[src/fqd_pkg.sv]
`timescale 1ns / 1ps
// shared types and constants for the fifo queue with delete
// used by fqd_cell and fifo_queue_with_delete_top
package fqd_pkg;

  localparam int DEPTH      = 16;
  localparam int TOKEN_BITS = 32;
  localparam int IDX_W      = $clog2(DEPTH);
  localparam int CNT_W      = $clog2(DEPTH + 1);
  localparam int OP_W       = 2;
  localparam int ST_W       = 2;
  localparam int TOKO_W     = 32;
  localparam int LEN_W      = 5;
  localparam int IN_W       = ((OP_W + 32 + 7) / 8) * 8;
  localparam int OUT_W      = ((ST_W + TOKO_W + LEN_W + 7) / 8) * 8;

  localparam logic [OP_W-1:0] OP_ENQ = 2'd0;
  localparam logic [OP_W-1:0] OP_DEQ = 2'd1;
  localparam logic [OP_W-1:0] OP_DEL = 2'd2;

  localparam logic [ST_W-1:0] ST_OK    = 2'd0;
  localparam logic [ST_W-1:0] ST_EMPTY = 2'd1;
  localparam logic [ST_W-1:0] ST_FULL  = 2'd2;
  localparam logic [ST_W-1:0] ST_MISS  = 2'd3;

  typedef enum logic {
    S_IDLE,
    S_SCAN
  } fqd_state_t;

  typedef struct packed {
    logic                  shift;
    logic                  load;
    logic [IDX_W-1:0]      tgt;
    logic [TOKEN_BITS-1:0] wdata;
  } fqd_ctl_t;

endpackage

[src/fqd_cell.sv]
`timescale 1ns / 1ps
// one storage cell of the queue chain: holds one token
// depends on fqd_pkg
module fqd_cell
  import fqd_pkg::*;
(
  input  logic                  clk,
  input  fqd_ctl_t              ctl,
  input  logic [IDX_W-1:0]      cell_idx,
  input  logic [TOKEN_BITS-1:0] nbr_data,
  output logic [TOKEN_BITS-1:0] data
);

  logic [TOKEN_BITS-1:0] data_r;

  always_ff @(posedge clk) begin
    if (ctl.load && (ctl.tgt == cell_idx)) begin
      data_r <= ctl.wdata;
    end else if (ctl.shift) begin
      data_r <= nbr_data;
    end
  end

  assign data = data_r;

endmodule

[src/fifo_queue_with_delete_top.sv]
`timescale 1ns / 1ps
// fifo queue with delete: top level, control and result register
// depends on fqd_pkg and fqd_cell
//
// usage:
//   in_*  channel carries one request: opcode (enqueue, dequeue, delete) and a token.
//   out_* channel returns exactly one result per request: status, dequeued token
//   and the queue length after the request.
//   tokens live in a chain of DEPTH cells; cell 0 is the oldest entry.
// timing:
//   enqueue, dequeue, an unknown opcode, a miss on an empty queue or a null token: result
//   registered in the cycle after the transfer, next request taken in the following cycle.
//   delete: the chain rotates once per cycle through all held entries, dropping
//   the first match, then returns the result with the updated length.
//   one request is in flight at a time.
// reset: length goes to zero, no result pending; cell contents are not cleared.
// stall: a held result stays on out_* until taken; a new request is accepted in
//   the cycle the pending result is taken.
module fifo_queue_with_delete_top
  import fqd_pkg::*;
(
  input  logic             clk,
  input  logic             rst_n,
  input  logic             in_tvalid,
  output logic             in_tready,
  input  logic [IN_W-1:0]  in_tdata,   // opcode[1:0], token[33:2], zero fill
  output logic             out_tvalid,
  input  logic             out_tready,
  output logic [OUT_W-1:0] out_tdata   // status[1:0], token_out[33:2], length[38:34], zero fill
);

  fqd_state_t            state_r, state_nxt;
  logic [CNT_W-1:0]      count_r, count_nxt;
  logic [CNT_W-1:0]      remain_r, remain_nxt;
  logic                  found_r, found_nxt;
  logic [TOKEN_BITS-1:0] key_r, key_nxt;
  logic                  out_valid_r, out_valid_nxt;
  logic [ST_W-1:0]       out_status_r, out_status_nxt;
  logic [TOKO_W-1:0]     out_tok_r, out_tok_nxt;
  logic [LEN_W-1:0]      out_len_r, out_len_nxt;

  fqd_ctl_t              ctl;
  logic [TOKEN_BITS-1:0] cell_data [DEPTH];
  logic [OP_W-1:0]       in_op;
  logic [TOKEN_BITS-1:0] in_tok;
  logic                  in_fire;
  logic                  drop;

  assign in_op     = in_tdata[OP_W-1:0];
  assign in_tok    = in_tdata[OP_W +: TOKEN_BITS];
  assign in_tready = (state_r == S_IDLE) && (!out_valid_r || out_tready);
  assign in_fire   = in_tvalid && in_tready;
  assign drop      = !found_r && (cell_data[0] == key_r);

  genvar gi;
  generate
    for (gi = 0; gi < DEPTH; gi++) begin : g_cell
      logic [TOKEN_BITS-1:0] nbr;
      if (gi == DEPTH - 1) begin : g_last
        assign nbr = cell_data[gi];
      end else begin : g_mid
        assign nbr = cell_data[gi + 1];
      end
      fqd_cell u_cell (
        .clk      (clk),
        .ctl      (ctl),
        .cell_idx (IDX_W'(gi)),
        .nbr_data (nbr),
        .data     (cell_data[gi])
      );
    end
  endgenerate

  always_comb begin
    state_nxt      = state_r;
    count_nxt      = count_r;
    remain_nxt     = remain_r;
    found_nxt      = found_r;
    key_nxt        = key_r;
    out_valid_nxt  = out_valid_r && !out_tready;
    out_status_nxt = out_status_r;
    out_tok_nxt    = out_tok_r;
    out_len_nxt    = out_len_r;
    ctl.shift      = 1'b0;
    ctl.load       = 1'b0;
    ctl.tgt        = count_r[IDX_W-1:0];
    ctl.wdata      = in_tok;
    case (state_r)
      S_IDLE: begin
        if (in_fire) begin
          out_valid_nxt  = 1'b1;
          out_status_nxt = ST_MISS;
          out_tok_nxt    = '0;
          out_len_nxt    = LEN_W'(count_r);
          case (in_op)
            OP_ENQ: begin
              if (count_r == CNT_W'(DEPTH)) begin
                out_status_nxt = ST_FULL;
              end else begin
                ctl.load       = 1'b1;
                count_nxt      = count_r + 1'b1;
                out_status_nxt = ST_OK;
                out_len_nxt    = LEN_W'(count_nxt);
              end
            end
            OP_DEQ: begin
              if (count_r == '0) begin
                out_status_nxt = ST_EMPTY;
              end else begin
                ctl.shift      = 1'b1;
                count_nxt      = count_r - 1'b1;
                out_status_nxt = ST_OK;
                out_tok_nxt    = TOKO_W'(cell_data[0]);
                out_len_nxt    = LEN_W'(count_nxt);
              end
            end
            OP_DEL: begin
              if ((in_tok != '0) && (count_r != '0)) begin
                out_valid_nxt = 1'b0;
                key_nxt       = in_tok;
                remain_nxt    = count_r;
                found_nxt     = 1'b0;
                state_nxt     = S_SCAN;
              end
            end
            default: begin
              out_status_nxt = ST_MISS;
            end
          endcase
        end
      end
      S_SCAN: begin
        // rotate: head leaves cell 0 and rejoins at the tail unless it is the match
        ctl.shift  = 1'b1;
        ctl.wdata  = cell_data[0];
        ctl.tgt    = IDX_W'(count_r - 1'b1);
        ctl.load   = !drop;
        remain_nxt = remain_r - 1'b1;
        if (drop) begin
          count_nxt = count_r - 1'b1;
          found_nxt = 1'b1;
        end
        if (remain_r == CNT_W'(1)) begin
          state_nxt      = S_IDLE;
          out_valid_nxt  = 1'b1;
          out_status_nxt = (found_r || drop) ? ST_OK : ST_MISS;
          out_tok_nxt    = '0;
          out_len_nxt    = LEN_W'(count_nxt);
        end
      end
      default: begin
        state_nxt = S_IDLE;
      end
    endcase
  end

  always_ff @(posedge clk) begin
    if (!rst_n) begin
      state_r     <= S_IDLE;
      count_r     <= '0;
      remain_r    <= '0;
      found_r     <= 1'b0;
      out_valid_r <= 1'b0;
    end else begin
      state_r     <= state_nxt;
      count_r     <= count_nxt;
      remain_r    <= remain_nxt;
      found_r     <= found_nxt;
      out_valid_r <= out_valid_nxt;
    end
  end

  always_ff @(posedge clk) begin
    key_r        <= key_nxt;
    out_status_r <= out_status_nxt;
    out_tok_r    <= out_tok_nxt;
    out_len_r    <= out_len_nxt;
  end

  assign out_tvalid = out_valid_r;
  assign out_tdata  = {(OUT_W - ST_W - TOKO_W - LEN_W)'(0), out_len_r, out_tok_r, out_status_r};

endmodule
[config.mk]
export PLATFORM = sky130hd
export DESIGN_NAME = fifo_queue_with_delete_top
export DESIGN_NICKNAME = d
export VERILOG_FILES = /design/src/fqd_pkg.sv /design/src/fqd_cell.sv /design/src/fifo_queue_with_delete_top.sv
export SDC_FILE = /design/constraint.sdc
export NUM_CORES = 1
export LEC_CHECK = 0
export ABC_AREA = 1
export BUFFER_PORTS_ARGS = -buffer_cell sky130_fd_sc_hd__buf_2
export CORE_ASPECT_RATIO = 1.4
export CORE_UTILIZATION = 45
export CTS_CLUSTER_SIZE = 16
export DETAILED_ROUTE_END_ITERATION = 10
export GPL_ROUTABILITY_DRIVEN = 0
export SETUP_SLACK_MARGIN = 0.02
export SYNTH_ARGS = -nofsm -noshare
export SYNTH_HDL_FRONTEND = slang
export SYNTH_HIERARCHICAL = 1
export SYNTH_SLANG_ARGS = --single-unit
[constraint.sdc]
create_clock -name clk -period 10.2 [get_ports clk]
set_input_delay 1.02 -clock clk [delete_from_list [all_inputs] [get_ports clk]]
set_output_delay 1.02 -clock clk [all_outputs]
set_load 0.02 [all_outputs]
* Word level (Yosys, flattened, before mapping)
Index checks and enable logic that the tools add are counted.
Widths: inputs -> output; s select.
** Operators by class
- Equality and inequality tests :: 25
- Bitwise operators :: 1
- Muxes and demuxes :: 76
- Reductions and logical operators :: 51
- Add/sub/neg operators :: 3
** Operators with widths (number)
- $mux 32 :: 34
- $pmux 32 s2 :: 1
- $mux 5 :: 8
- $pmux 5 s2 :: 4
- $mux 36 :: 1
- $eq 32x32->1 :: 1
- $eq 4x4->1 const B :: 8
- $reduce_bool 32->1 :: 1
- $reduce_bool 2->1 :: 15
- $logic_and 1x1->1 :: 21
- $mux 1 :: 17
- $eq 4x3->1 const B :: 4
- $pmux 2 s2 :: 3
- $mux 2 :: 5
- $sub 5x1->5 const B :: 2
- $eq 4x2->1 const B :: 2
- $ne 2x1->1 const B :: 4
- $reduce_and 4->1 :: 2
- $pmux 1 s2 :: 3
- $add 5x1->5 const B :: 1
- $eq 5x1->1 const B :: 1
- $eq 5x5->1 const B :: 1
- $logic_not 5->1 :: 1
- $reduce_bool 5->1 :: 1
- other kinds (11) :: 15
** Word-level totals
- Register bits :: 596
- Output and inout port bits :: 42
- Input bits :: 44

* Depth between registers and ports, before layout
- Word-level depth :: 8
- Mapped depth :: 16

* Cells and area by module
The synthesis kept the hierarchy.
** By module, submodules not included
- fqd_cell :: area an instance 1699.1 um^2, cells an instance 164, instances 16
- fifo_queue_with_delete_top :: area an instance 4490.6 um^2, cells an instance 524, instances 1

* Worst setup path after synthesis
Ideal clock, no wire load.
- Kind :: input to register
- From :: input port in_tdata[1]
- To :: register g_cell[0].u_cell.data_r[0] (enable)
- Path slack :: 5.315 ns
- Data arrival time :: 4.496 ns
- Required time :: 9.811 ns
- Library setup time :: 0.389 ns
- Path buffers :: 2
- Cell stages on the path :: 9
- Cells stage by stage :: buf_2 nor2_1 nand2_2 o21ai_0 nand2_2 nor2_8 nand3_4 buf_6 nand2_1
** RTL lines
- start: declaration :: line fifo_queue_with_delete_top.sv:26 : input logic [IN_W-1:0] in_tdata,
- end signal: assignment :: line fqd_cell.sv:18 : data_r <= ctl.wdata;
- end signal: assignment :: line fqd_cell.sv:20 : data_r <= nbr_data;
- end: declaration :: line fqd_cell.sv:14 : logic [TOKEN_BITS-1:0] data_r;

==> run_results.csv <==
group,metric,value,unit
cells_and_area,antenna_cells,0,
cells_and_area,final_layout_size_suffix_gt1_frac,0.263,
die,die_x,226,um
die,num_rows,114,
sta,hold_slack,0.488,ns
sta,hold_viol_final,0,
pwr,p_per_area,185,mW/mm^2
sta,finClkSkew,0.0490,ns
detailed_routing,first_iter_violations,1342,
yosys,synth-compound-area-share,0.0121,
sta,slew_viol_final,0,
run_status,status,"complete, no violations",
yosys,ys_warn_count,6,
worst_setup_path,critPathTopFamily,"simple AND/OR/NAND/NOR gates",
sta,fin_crit_sh,0.479,
cts,clock_path_buffers,3,
yosys,ys.flop_type,"edfxtp_1",
pwr,peakVddDrop,0.143,mV
cells_and_area,area_delta_synth_final,9.49,%
cts,path_clk_slew,0.06,ns
sta,relSlewSlack,0.0967,
cts,insertion_delay,0.66,ns
worst_setup_path,crit_required,10.43,ns
worst_setup_path,cp-start-kind,"flop",
yosys,synth_edf_count,583,
yosys,synth_top_family_by_area,"simple AND/OR/NAND/NOR gates",
global_route,grt_max_degree,69,
detailed_routing,via_per_inst,5.28,
detailed_routing,routed_wl,75100,um
job,maxCapViolations,0,
worst_setup_path,r2r_start,"state_r",
sta,tightestPinTransition,1.35,ns
cells_and_area,finalNonFillerCells,4232,
die,core_area,0.0693,mm^2
min_path,min_from,"found_r",
die,start_util,0.457,
yosys,ys_async_sr_fraction,0,
global_route,overflow,0,
cts,ctsHoldBuffers,0,
cts,cts_buffers,60,
global_route,grt_pass1_vias,22200,
detailed_routing,firstDrtPassIters,5,
cts,cts_tree,"yes",
placement,dp.cells,4124,
yosys,synth.area.mux_share,0,
global_route,antenna_found_initial,0,
yosys,ys_seq_elements,596,
cts,clkSinkCount,596,
detailed_routing,vias,22400,
placement,io_buffers,78,
cts,postCtsSetupRepairBufs,0,
sta,setup_violations,0,
global_route,grt_pass1_wl,120000,um
yosys,synth_fa_ha_area_frac,0.00158,
detailed_routing,ant_nets,0,
min_path,hold_class,"reg -> reg",
worst_setup_path,critical_path.cell_chain,"buf_4 > inv_2 > buf_4 > nand2_1 > o21ai_4 > buf_4 > inv_2 > nand2_1 > nand2_2 > nor2_8 > nand3_4 > nand2_1",
sta,timing.fmax,205,MHz
pwr,p_leak,14.2,nW
sta,period_minus_slack,4.89,ns
cells_and_area,mostFrequentLayoutCells,"nand2_1, edfxtp_1, nand4_1, nand2_2, inv_1",
cells_and_area,fin_nets,3306,
sta,finalSetupTns,0,ns
yosys,netlist_instances,3148,
yosys,yosys.area_share.simple,0.351,
yosys,synth_area,0.0317,mm^2
cts,cts-resized-gates,0,
cells_and_area,mostFrequentLayoutCell,"nand2_1",
placement,dp_hpwl,53400,um
cts,h-tree-depth,2,
detailed_routing,drc,0,
worst_setup_path,critical_path_class,"reg -> reg",
worst_setup_path,worst_ep_arrival_time,5.12,ns
detailed_routing,wl_per_cell,17.7,um
cts,cts-root-buf,"clkbuf_16",
worst_setup_path,cp-startpoint,"state_r",
yosys,synth_cell_type_count,36,
die,ios,86,
yosys,synth_xor_area_frac,0.00691,
worst_setup_path,cpMaxStageDelayCell,"nand2_1",
worst_setup_path,slowest_delay,1.19,ns
yosys,ys_seq_area_frac,0.561,
worst_setup_path,crit_buf_inv,5,
sta,rsz0062_at_grt,"false",
die,dieArea,0.0715,mm^2
die,dieHeight,316,um
worst_setup_path,critPathCaptureType,"flop",
global_route,groute.usage.overall,0.213,
worst_setup_path,critPathMaxFanout,68,
yosys,postSynthAreaPerCell,10.1,um^2
pwr,total_power,6.42,mW
==> where the power goes <==
| group | switching, mW | internal [mW] |
|---|---|---|
| sequential | 0.0927 | 3.00 |
| combinational | 0.906 | 0.275 |
| clock | 0.947 | 1.20 |
| total | 1.95 | 4.47 |
==> synth_stat cells, types with 17 or more instances <==
master | instances | area share
nand2_1 | 810 | 0.096
nand3_1 | 21 | 0.0033
nor2_2 | 34 | 0.0067
buf_2 | 149 | 0.024
nor2_8 | 32 | 0.020
edfxtp_1 | 583 | 0.55
nor2_1 | 73 | 0.0087
inv_2 | 58 | 0.0069
inv_1 | 152 | 0.018
o21ai_0 | 46 | 0.0073
buf_6 | 49 | 0.017
nand4_1 | 521 | 0.10
xnor2_1 | 23 | 0.0064
a21oi_1 | 17 | 0.0027
nand2_2 | 502 | 0.099
nand3_4 | 17 | 0.0094
==> path summary, 6_finish.rpt <==
kind,to,slack (ns),depth (start not counted)
hold reg to reg,found_r,0.49,2
setup / recovery,g_cell[11].u_cell/data[0],5.31,12
hold / removal,found_r,0.49,2
setup reg to reg,g_cell[11].u_cell/data[0],5.31,12
==> registers in the layout (all words and copies together) (netlist names) <==
name and count:
g_cell.u_cell/data 512, key_r 32, out_tok_r 32, count_r 5, out_len_r 5, remain_r 5, out_status_r 2, found_r 1
out_tvalid 1, state_r 1
==> kinds of logic (layout without fill, tap and decap cells) <==
kind of cell,Yosys count,after routing
AND/OR/NAND/NOR,2027,2027
buffers and inverters,421,450
flip-flops,596,596
AO/OA/AOI/OAI,73,73
XOR/XNOR,25,25
adder cells (fa/ha/maj),4,4
other,2,129
==> routing by layer <==
layer	share of wire	vias to the layer above	routed length, um	global-route usage
met4	0.049	0	3650	0.104
li1	-	11000	-	-
met2	0.55	546	41100	0.415
met1	0.37	10600	27500	0.220
met5	0	-	0	0
met3	0.038	203	2870	0.0287
==> layout make-up <==
| type | instances | area (um^2) |
|---|---|---|
| repair buffers | 131 | 788 |
| inverters | 211 | 795 |
| flip-flops and latches | 596 | 17800 |
| clock buffers | 70 | 1540 |
| fillers | 6268 | 34600 |
| multi-input cells | 2258 | 12300 |
| clock inverters | 38 | 353 |
| well taps | 928 | 1160 |
==> through the flow <==
| stage | utilization | instance area (um^2) | setup WS [ns] |
|---|---|---|---|
| after global routing | 0.500 | 34700 | 4.90 |
| after floorplan | - | 32200 | 5.31 |
| after CTS | 0.500 | 34700 | 5.25 |
| after global placement | 0.473 | 32800 | 5.17 |
| after detailed placement | 0.473 | 32800 | 5.07 |
| final | 0.500 | 34700 | 5.31 |
==> worst reg2reg max path, cell delays in order, from the launching register on <==
cell	delay (ns)
dfxtp_1	0.30
buf_4	0.25
inv_2	0.10
buf_4	0.58
nand2_1	0.30
o21ai_4	0.11
buf_4	0.44
inv_2	0.07
nand2_1	0.08
nand2_2	0.09
nor2_8	0.39
nand3_4	0.56
nand2_1	1.20
(Power assumes the default switching activity.)
